<file path="config.mk">
export PLATFORM = sky130hd
export DESIGN_NAME = escape_time_fractal_pixel_top
export DESIGN_NICKNAME = d
export VERILOG_FILES = /design/src/rtl/etf_pkg.sv /design/src/rtl/escape_time_fractal_pixel_top.sv
export SDC_FILE = /design/constraint.sdc
export NUM_CORES = 2
export LEC_CHECK = 0
export BUFFER_PORTS_ARGS = -buffer_cell sky130_fd_sc_hd__buf_2
export CORE_ASPECT_RATIO = 0.5
export CORE_MARGIN = 8
export CORE_UTILIZATION = 65
export DETAILED_ROUTE_END_ITERATION = 10
export PLACE_DENSITY_LB_ADDON = 0.3
export SLEW_MARGIN = 20
export SYNTH_ARGS = -nofsm -noshare
export SYNTH_HDL_FRONTEND = slang
export SYNTH_SLANG_ARGS = --single-unit
</file>
<file path="constraint.sdc">
create_clock -name clk -period 19.8 [get_ports clk]
set_clock_uncertainty 0.05 [all_clocks]
set_input_delay 1.98 -clock clk [delete_from_list [all_inputs] [get_ports clk]]
set_output_delay 1.98 -clock clk [all_outputs]
set_load 0.02 [all_outputs]
</file>
<file path="src/rtl/etf_pkg.sv">
// shared constants for the escape-time fractal pixel block
// register indexes, default widths and reset values in q4.28
// no dependencies
package etf_pkg;

	localparam int COORD_BITS_DEF = 32;
	localparam int ITER_BITS_DEF  = 16;
	localparam int INDEX_BITS_DEF = 12;

	localparam int CFG_INDEX_BITS = 3;
	localparam int GRAY_BITS      = 8;

	typedef logic [CFG_INDEX_BITS-1:0] cfg_index_t;

	localparam cfg_index_t REG_VIEW_X_ORIGIN = 3'd0;
	localparam cfg_index_t REG_VIEW_X_STEP   = 3'd1;
	localparam cfg_index_t REG_VIEW_Y_ORIGIN = 3'd2;
	localparam cfg_index_t REG_VIEW_Y_STEP   = 3'd3;
	localparam cfg_index_t REG_ITER_LIMIT    = 3'd4;
	localparam cfg_index_t REG_JULIA_SELECT  = 3'd5;
	localparam cfg_index_t REG_JULIA_C_REAL  = 3'd6;
	localparam cfg_index_t REG_JULIA_C_IMAG  = 3'd7;

	// reset values given for 32-bit coordinates
	localparam logic signed [63:0] RST_VIEW_X_ORIGIN = -64'sd536870912;
	localparam logic signed [63:0] RST_VIEW_X_STEP   = 64'sd786432;
	localparam logic signed [63:0] RST_VIEW_Y_ORIGIN = -64'sd402653184;
	localparam logic signed [63:0] RST_VIEW_Y_STEP   = 64'sd786432;
	localparam logic signed [63:0] RST_JULIA_C_REAL  = -64'sd214748365;
	localparam logic signed [63:0] RST_JULIA_C_IMAG  = 64'sd174483046;
	localparam int RST_ITER_LIMIT = 256;

	// move a 32-bit coordinate constant to another coordinate width
	function automatic logic signed [63:0] q_rescale(input logic signed [63:0] v,
			input int bits);
		logic signed [63:0] r;
		if (bits <= 32) begin
			r = v >>> (32 - bits);
		end else begin
			r = v <<< (bits - 32);
		end
		return r;
	endfunction

endpackage

</file>
<file path="src/rtl/escape_time_fractal_pixel_top.sv">
// escape-time fractal pixel evaluator, mandelbrot or julia, one pixel per item, uses etf_pkg
// steps: mapping in MAPX, MAPY and MAPZ; each iteration runs SQX, SQY, XY and UPD; the gray
//   divide runs in PREP and DIV, and DONE loads the output register
// throughput: one item at a time on one shared signed multiplier (three products and an
//   update step per iteration); input ready again in the cycle after the result is loaded
// reset: arst_n asynchronous, active low; clears control state, loads the default configuration
module escape_time_fractal_pixel_top #(
	parameter int COORD_BITS = etf_pkg::COORD_BITS_DEF,
	parameter int ITER_BITS  = etf_pkg::ITER_BITS_DEF,
	parameter int INDEX_BITS = etf_pkg::INDEX_BITS_DEF
) (
	input  logic clk,
	input  logic arst_n,
	// input item: column_index, row_index
	input  logic                                  s_tvalid,
	output logic                                  s_tready,
	input  logic [((2*INDEX_BITS+7)/8)*8-1:0]     s_tdata,
	// result item: iteration_count, gray_level
	output logic                                  m_tvalid,
	input  logic                                  m_tready,
	output logic [((ITER_BITS+etf_pkg::GRAY_BITS+7)/8)*8-1:0] m_tdata,
	// result flag: inside_set
	output logic [0:0]                            m_tuser,
	// configuration writes
	input  logic                                  cfg_valid,
	output logic                                  cfg_ready,
	input  etf_pkg::cfg_index_t                   cfg_index,
	input  logic [((COORD_BITS > ITER_BITS) ? COORD_BITS : ITER_BITS)-1:0] cfg_data
);
	import etf_pkg::*;

	localparam int CB    = COORD_BITS;
	localparam int IW    = ITER_BITS;
	localparam int XW    = INDEX_BITS;
	localparam int FRAC  = CB - 4;
	// multiplier operand width: coordinates, or an index with a zero sign bit
	localparam int MW    = (CB > XW) ? CB : XW + 1;
	localparam int PW    = 2 * MW;
	localparam int DW    = IW + GRAY_BITS;
	localparam int OUT_W = ((IW + GRAY_BITS + 7) / 8) * 8;

	localparam logic signed [CB-1:0] RST_XO = CB'(q_rescale(RST_VIEW_X_ORIGIN, CB));
	localparam logic signed [CB-1:0] RST_XS = CB'(q_rescale(RST_VIEW_X_STEP, CB));
	localparam logic signed [CB-1:0] RST_YO = CB'(q_rescale(RST_VIEW_Y_ORIGIN, CB));
	localparam logic signed [CB-1:0] RST_YS = CB'(q_rescale(RST_VIEW_Y_STEP, CB));
	localparam logic signed [CB-1:0] RST_JR = CB'(q_rescale(RST_JULIA_C_REAL, CB));
	localparam logic signed [CB-1:0] RST_JI = CB'(q_rescale(RST_JULIA_C_IMAG, CB));
	localparam logic [IW-1:0] RST_LIM =
		(RST_ITER_LIMIT < (64'd1 << IW)) ? IW'(RST_ITER_LIMIT) : {IW{1'b1}};

	localparam logic signed [CB-1:0] COORD_MAX = {1'b0, {(CB-1){1'b1}}};
	localparam logic signed [CB-1:0] COORD_MIN = {1'b1, {(CB-1){1'b0}}};
	// |z|^2 > 4.0, with both squares carrying 2*FRAC fraction bits
	localparam logic signed [PW:0] ESC_BOUND = (PW+1)'(1) <<< (2 * FRAC + 2);

	// sequencer states
	localparam logic [3:0] ST_IDLE = 4'd0;
	localparam logic [3:0] ST_MAPX = 4'd1;
	localparam logic [3:0] ST_MAPY = 4'd2;
	localparam logic [3:0] ST_MAPZ = 4'd3;
	localparam logic [3:0] ST_SQX  = 4'd4;
	localparam logic [3:0] ST_SQY  = 4'd5;
	localparam logic [3:0] ST_XY   = 4'd6;
	localparam logic [3:0] ST_UPD  = 4'd7;
	localparam logic [3:0] ST_PREP = 4'd8;
	localparam logic [3:0] ST_DIV  = 4'd9;
	localparam logic [3:0] ST_DONE = 4'd10;

	// configuration registers
	logic signed [CB-1:0] x_origin_q, x_step_q, y_origin_q, y_step_q;
	logic signed [CB-1:0] jc_real_q, jc_imag_q;
	logic [IW-1:0]        limit_q;
	logic                 julia_q;

	// sequencer and datapath
	logic [3:0]           state_q;
	logic [XW-1:0]        col_q, row_q;
	logic signed [CB-1:0] zx_q, zy_q, cx_q, cy_q;
	logic signed [MW-1:0] mul_a, mul_b;
	logic signed [PW-1:0] prod_q, sqx_q, diff_q;
	logic [IW-1:0]        count_q;
	logic                 fresh_q;

	// gray level divider
	logic [DW-1:0]        rem_q, dv_q;
	logic [GRAY_BITS-1:0] quo_q;
	logic [2:0]           div_cnt_q;

	// output register
	logic [IW-1:0]        out_count_q;
	logic [GRAY_BITS-1:0] out_gray_q;
	logic                 out_inside_q;
	logic                 out_valid_q;

	logic signed [PW:0]   map_sum, esc_sum, nx_sum, ny_sum;
	logic signed [CB-1:0] map_sat;
	logic                 map_fits, nx_fits, ny_fits, escaped;
	logic [IW:0]          count_inc;
	logic                 count_last;
	logic                 out_load;

	assign cfg_ready = 1'b1;
	assign s_tready  = (state_q == ST_IDLE);
	assign m_tvalid  = out_valid_q;
	assign m_tdata   = OUT_W'({out_gray_q, out_count_q});
	assign m_tuser   = out_inside_q;

	// configuration writes, ignored codes cannot occur with a 3-bit index
	always_ff @(posedge clk or negedge arst_n) begin
		if (!arst_n) begin
			x_origin_q <= RST_XO;
			x_step_q   <= RST_XS;
			y_origin_q <= RST_YO;
			y_step_q   <= RST_YS;
			limit_q    <= RST_LIM;
			julia_q    <= 1'b0;
			jc_real_q  <= RST_JR;
			jc_imag_q  <= RST_JI;
		end else if (cfg_valid && cfg_ready) begin
			unique case (cfg_index)
				REG_VIEW_X_ORIGIN: x_origin_q <= cfg_data[CB-1:0];
				REG_VIEW_X_STEP:   x_step_q   <= cfg_data[CB-1:0];
				REG_VIEW_Y_ORIGIN: y_origin_q <= cfg_data[CB-1:0];
				REG_VIEW_Y_STEP:   y_step_q   <= cfg_data[CB-1:0];
				REG_ITER_LIMIT:    limit_q    <= cfg_data[IW-1:0];
				REG_JULIA_SELECT:  julia_q    <= cfg_data[0];
				REG_JULIA_C_REAL:  jc_real_q  <= cfg_data[CB-1:0];
				REG_JULIA_C_IMAG:  jc_imag_q  <= cfg_data[CB-1:0];
			endcase
		end
	end

	// operand select for the shared multiplier
	always_comb begin
		unique case (state_q)
			ST_MAPX: begin
				mul_a = signed'(MW'(col_q));
				mul_b = MW'(x_step_q);
			end
			ST_MAPY: begin
				mul_a = signed'(MW'(row_q));
				mul_b = MW'(y_step_q);
			end
			ST_SQX: begin
				mul_a = MW'(zx_q);
				mul_b = MW'(zx_q);
			end
			ST_SQY: begin
				mul_a = MW'(zy_q);
				mul_b = MW'(zy_q);
			end
			default: begin
				mul_a = MW'(zx_q);
				mul_b = MW'(zy_q);
			end
		endcase
	end

	always_ff @(posedge clk) begin
		prod_q <= PW'(mul_a) * PW'(mul_b);
	end

	// pixel mapping: origin plus index times step, saturated
	always_comb begin
		map_sum  = (PW+1)'((state_q == ST_MAPY) ? x_origin_q : y_origin_q) + (PW+1)'(prod_q);
		map_fits = (map_sum[PW:CB-1] == {(PW-CB+2){map_sum[CB-1]}});
		if (map_fits) begin
			map_sat = map_sum[CB-1:0];
		end else if (map_sum[PW]) begin
			map_sat = COORD_MIN;
		end else begin
			map_sat = COORD_MAX;
		end
	end

	// escape test on the fresh iterate, and the next iterate with floor rounding
	assign esc_sum   = (PW+1)'(sqx_q) + (PW+1)'(prod_q);
	assign escaped   = (esc_sum > ESC_BOUND);
	assign nx_sum    = (PW+1)'(diff_q >>> FRAC) + (PW+1)'(cx_q);
	assign ny_sum    = (PW+1)'(prod_q >>> (FRAC - 1)) + (PW+1)'(cy_q);
	assign nx_fits   = (nx_sum[PW:CB-1] == {(PW-CB+2){nx_sum[CB-1]}});
	assign ny_fits   = (ny_sum[PW:CB-1] == {(PW-CB+2){ny_sum[CB-1]}});
	assign count_inc = (IW+1)'(count_q) + (IW+1)'(1);
	assign count_last = (count_inc == (IW+1)'(limit_q));
	assign out_load  = (state_q == ST_DONE) && (!out_valid_q || m_tready);

	// sequencer
	always_ff @(posedge clk or negedge arst_n) begin
		if (!arst_n) begin
			state_q   <= ST_IDLE;
			count_q   <= '0;
			fresh_q   <= 1'b0;
			div_cnt_q <= '0;
		end else begin
			unique case (state_q)
				ST_IDLE: begin
					if (s_tvalid) begin
						state_q <= ST_MAPX;
					end
				end
				ST_MAPX: state_q <= ST_MAPY;
				ST_MAPY: state_q <= ST_MAPZ;
				ST_MAPZ: begin
					count_q <= '0;
					fresh_q <= 1'b0;
					// a zero limit runs no iteration at all
					state_q <= (limit_q == '0) ? ST_PREP : ST_SQX;
				end
				ST_SQX: state_q <= ST_SQY;
				ST_SQY: state_q <= ST_XY;
				ST_XY: begin
					if (fresh_q && escaped) begin
						state_q <= ST_PREP;
					end else if (fresh_q) begin
						count_q <= count_inc[IW-1:0];
						state_q <= count_last ? ST_PREP : ST_UPD;
					end else begin
						state_q <= ST_UPD;
					end
				end
				ST_UPD: begin
					fresh_q <= 1'b1;
					// an iterate leaving the coordinate range has escaped
					state_q <= (nx_fits && ny_fits) ? ST_SQX : ST_PREP;
				end
				ST_PREP: begin
					div_cnt_q <= 3'd7;
					state_q   <= ST_DIV;
				end
				ST_DIV: begin
					if (div_cnt_q == 3'd0) begin
						state_q <= ST_DONE;
					end else begin
						div_cnt_q <= div_cnt_q - 3'd1;
					end
				end
				ST_DONE: begin
					if (out_load) begin
						state_q <= ST_IDLE;
					end
				end
				default: state_q <= ST_IDLE;
			endcase
		end
	end

	// datapath registers
	always_ff @(posedge clk) begin
		if (s_tvalid && s_tready) begin
			col_q <= s_tdata[XW-1:0];
			row_q <= s_tdata[2*XW-1:XW];
		end
		if (state_q == ST_MAPY) begin
			zx_q <= map_sat;
		end
		if (state_q == ST_MAPZ) begin
			zy_q <= map_sat;
			cx_q <= julia_q ? jc_real_q : zx_q;
			cy_q <= julia_q ? jc_imag_q : map_sat;
		end
		if (state_q == ST_SQY) begin
			sqx_q <= prod_q;
		end
		if (state_q == ST_XY) begin
			diff_q <= sqx_q - prod_q;
		end
		if (state_q == ST_UPD && nx_fits && ny_fits) begin
			zx_q <= nx_sum[CB-1:0];
			zy_q <= ny_sum[CB-1:0];
		end
		// gray = floor(255*count/limit), quotient known to fit in 8 bits
		if (state_q == ST_PREP) begin
			rem_q <= (DW'(count_q) << GRAY_BITS) - DW'(count_q);
			dv_q  <= DW'(limit_q) << (GRAY_BITS - 1);
			quo_q <= '0;
		end
		if (state_q == ST_DIV) begin
			if (rem_q >= dv_q) begin
				rem_q <= rem_q - dv_q;
				quo_q <= {quo_q[GRAY_BITS-2:0], 1'b1};
			end else begin
				quo_q <= {quo_q[GRAY_BITS-2:0], 1'b0};
			end
			dv_q <= dv_q >> 1;
		end
		if (out_load) begin
			out_count_q  <= count_q;
			out_gray_q   <= (limit_q == '0) ? '0 : quo_q;
			out_inside_q <= (count_q == limit_q);
		end
	end

	// output register, holds a finished item until taken
	always_ff @(posedge clk or negedge arst_n) begin
		if (!arst_n) begin
			out_valid_q <= 1'b0;
		end else if (out_load) begin
			out_valid_q <= 1'b1;
		end else if (m_tready) begin
			out_valid_q <= 1'b0;
		end
	end

`ifndef SYNTHESIS
	a_accept_starts_map: assert property (@(posedge clk) disable iff (!arst_n)
		s_tvalid && s_tready |=> state_q == ST_MAPX)
		else $error("accepted item did not start mapping");

	a_update_next: assert property (@(posedge clk) disable iff (!arst_n)
		state_q == ST_UPD |=> state_q == ST_SQX || state_q == ST_PREP)
		else $error("bad state after iterate update");

	a_div_ends: assert property (@(posedge clk) disable iff (!arst_n)
		state_q == ST_DIV && div_cnt_q == 3'd0 |=> state_q == ST_DONE)
		else $error("divider did not finish after eight steps");

	a_out_from_done: assert property (@(posedge clk) disable iff (!arst_n)
		$rose(out_valid_q) |-> $past(state_q == ST_DONE))
		else $error("result item shown without a finished computation");
`endif

endmodule

</file>
==> out/qor.yml <==
ys.warnings.count: 0
fin_crit_ns: 12.10
first_pass_iters: 9
drc: 0
fmax_mhz: 82.6
wirelength_um: 275000
clk_latency_ns: 0.70
ios: 92
status: "finished, final reports clean"
htreeDepth: 2
grt_max_degree: 100
hold_buffers: 0
drt-initial-drc-count: 9043
grt_overflow: 0
post-cts-setup-buffer-count: 0
tightest_slew_ns: 1.27
required_ns: 20.36
first_global_vias: 64700
startpoint_type: "register"
rows: 89
antenna_found_initial: 22
clock_path_buffers: 3
synth.most_common_cell: "inv_1"
core_um2: 118000
post_cts_resized: 0
grt_pass1_wl_um: 411000
mappedNetlistArea_um2: 77500
cts_tree: "yes"
rsz0062_at_grt: "no"
top_regs: "prod_q (64), sqx_q (64), diff_q (36)"
numClockSinks: 630
hp-class: "register to register"
die_y_um: 260
track_usage_pct: 41.6
arrival_ns: 12.66
synthTopCellsByArea: "fa_1 (28%), edfxtp_1 (12%), ha_1 (7.8%)"
drive_gt1_share_pct: 9.37
relSlewSlack_pct: 15.4
start_util_pct: 65.6
synth_top_area_share_pct: 28.1
syn-instance-count: 8284
path_class: "register to register"
synth_area_leader_cell: "fa_1"
dieArea_um2: 131000
fin_util_pct: 69.3
portBuffers: 90
dieWidth_um: 504
synth_ff_type: "edfxtp_1"
synth_fp_nets: 9918
clk_pin_slew_worst_paths_ns: 0.07
crit_fanout: 58
synth_edf_count: 308
max_cap_viol_count: 0
place_hpwl_um: 216000
finalSetupViolCount: 0
final-max-slew-violation-count: 0
avgSynthCellArea_um2: 9.35
via_per_inst: 6.57
period_share_pct: 61.1
tns_ns: 0
num_vias: 64600
async_flop_share_pct: 37.1
cp_slowest_stage_delay_ns: 0.94
cp_slowest_cell: "fa_1"
yosys_register_bits: 630
synth_cell_type_count: 107
drtAntennaViolNets: 0
cts_root_buf: "clkbuf_16"
worst_hold_slack_ns: 0.452
synth_seq_area_share_pct: 21.8
worst_setup_path_end_kind: "register"
finalNetCount: 9815
numCtsBuffers: 58
routedWlPerCell_um: 28.0
crit_top_cell: "fa_1"
area_growth_pct: 5.55
finalHoldViolCount: 0
place.gp.congestion: 1.06
ys_top_cells_by_count: "inv_1 (1179), fa_1 (1087), nor2_1 (883)"
-- per-layer routing --
layer,GRT usage (%),vias to the layer above,wire length [um]
li1,-,27300,-
met1,56.2,32000,104000
met2,58.2,4370,111000
met3,17.8,876,45500
met4,19.1,16,15100
met5,0,-,115
-- critical path: cells and delay by family (launching register included) --
family,cells,cell delay [ns]
compound gates,8,2.63
xor+xnor,1,0.15
fa+ha+maj,9,4.74
buf+inv,9,2.40
flops,1,0.68
simple gates,5,1.27
-- cell type report --
| cell class | count | area [um^2] |
|---|---|---|
| timing repair buffer | 237 | 1590 |
| sequential | 630 | 16900 |
| antenna | 13 | 32.5 |
| inverter | 1181 | 4430 |
| fill | 9169 | 36300 |
| multi-input combinational | 6073 | 54700 |
| clock buffer | 73 | 1610 |
| clock inverter | 37 | 500 |
| tap | 1592 | 1990 |
-- cells by family after synthesis --
logic type | count (synthesis) | share of synthesized area [%]
and+or+nand+nor | 2406 | 13.9
buffers and inverters | 1581 | 7.77
adders and majority gates | 1570 | 35.9
AOI/OAI and AO/OA | 1476 | 12.6
DFF | 630 | 21.8
muxes | 330 | 4.72
xor gates and xnor gates | 290 | 3.28
other | 1 | 0.00484
-- placed cells by master (no fill, tap or decap), types with 58 or more instances in the layout --
cell type,synthesis,layout
buf_4,4,145
nor4_1,59,58
fa_1,1087,1087
ha_1,483,483
xnor2_1,190,189
dfrtp_1,190,189
buf_2,35,89
edfxtp_1,308,308
a21oi_1,396,388
mux2_2,278,278
xor2_1,100,100
clkbuf_16,0,62
nor2_1,883,882
nand2b_1,58,58
a211oi_1,67,67
nand4_1,72,72
dfxtp_1,88,88
nor3_1,140,134
nand3_1,94,94
a31oi_1,59,59
inv_1,1179,1177
a21o_1,123,123
nor2b_1,61,61
o21a_1,74,74
o21ai_0,252,248
nand2_1,801,801
-- path summary, 6_finish.rpt --
path                       slack (ns)  cells after the start         start        endpoint
setup / recovery                 7.70                     32    state_q[0]      prod_q[62]
hold / removal                   0.45                      1  jc_real_q[2]    jc_real_q[2]
setup reg to reg                 7.70                     32    state_q[0]      prod_q[62]
hold reg to reg                  0.45                      1  jc_real_q[2]    jc_real_q[2]
max in group asynchronous       16.07                      3        arst_n    y_step_q[17]
min in group asynchronous        1.29                      1        arst_n  x_origin_q[27]
-- per-stage QoR --
step	worst slack, ns	instances	cell area [um^2]
2_1_floorplan	8.17	8284	77500
3_3_place_gp	8.13	9711	79600
3_5_place_dp	8.01	9711	79600
4_1_cts	7.94	9821	81700
5_1_grt	7.25	9824	81800
6_report	7.70	9836	81800
Power is not shown: default switching activity piles up to over one toggle a cycle in this logic, so the estimate is an artifact.
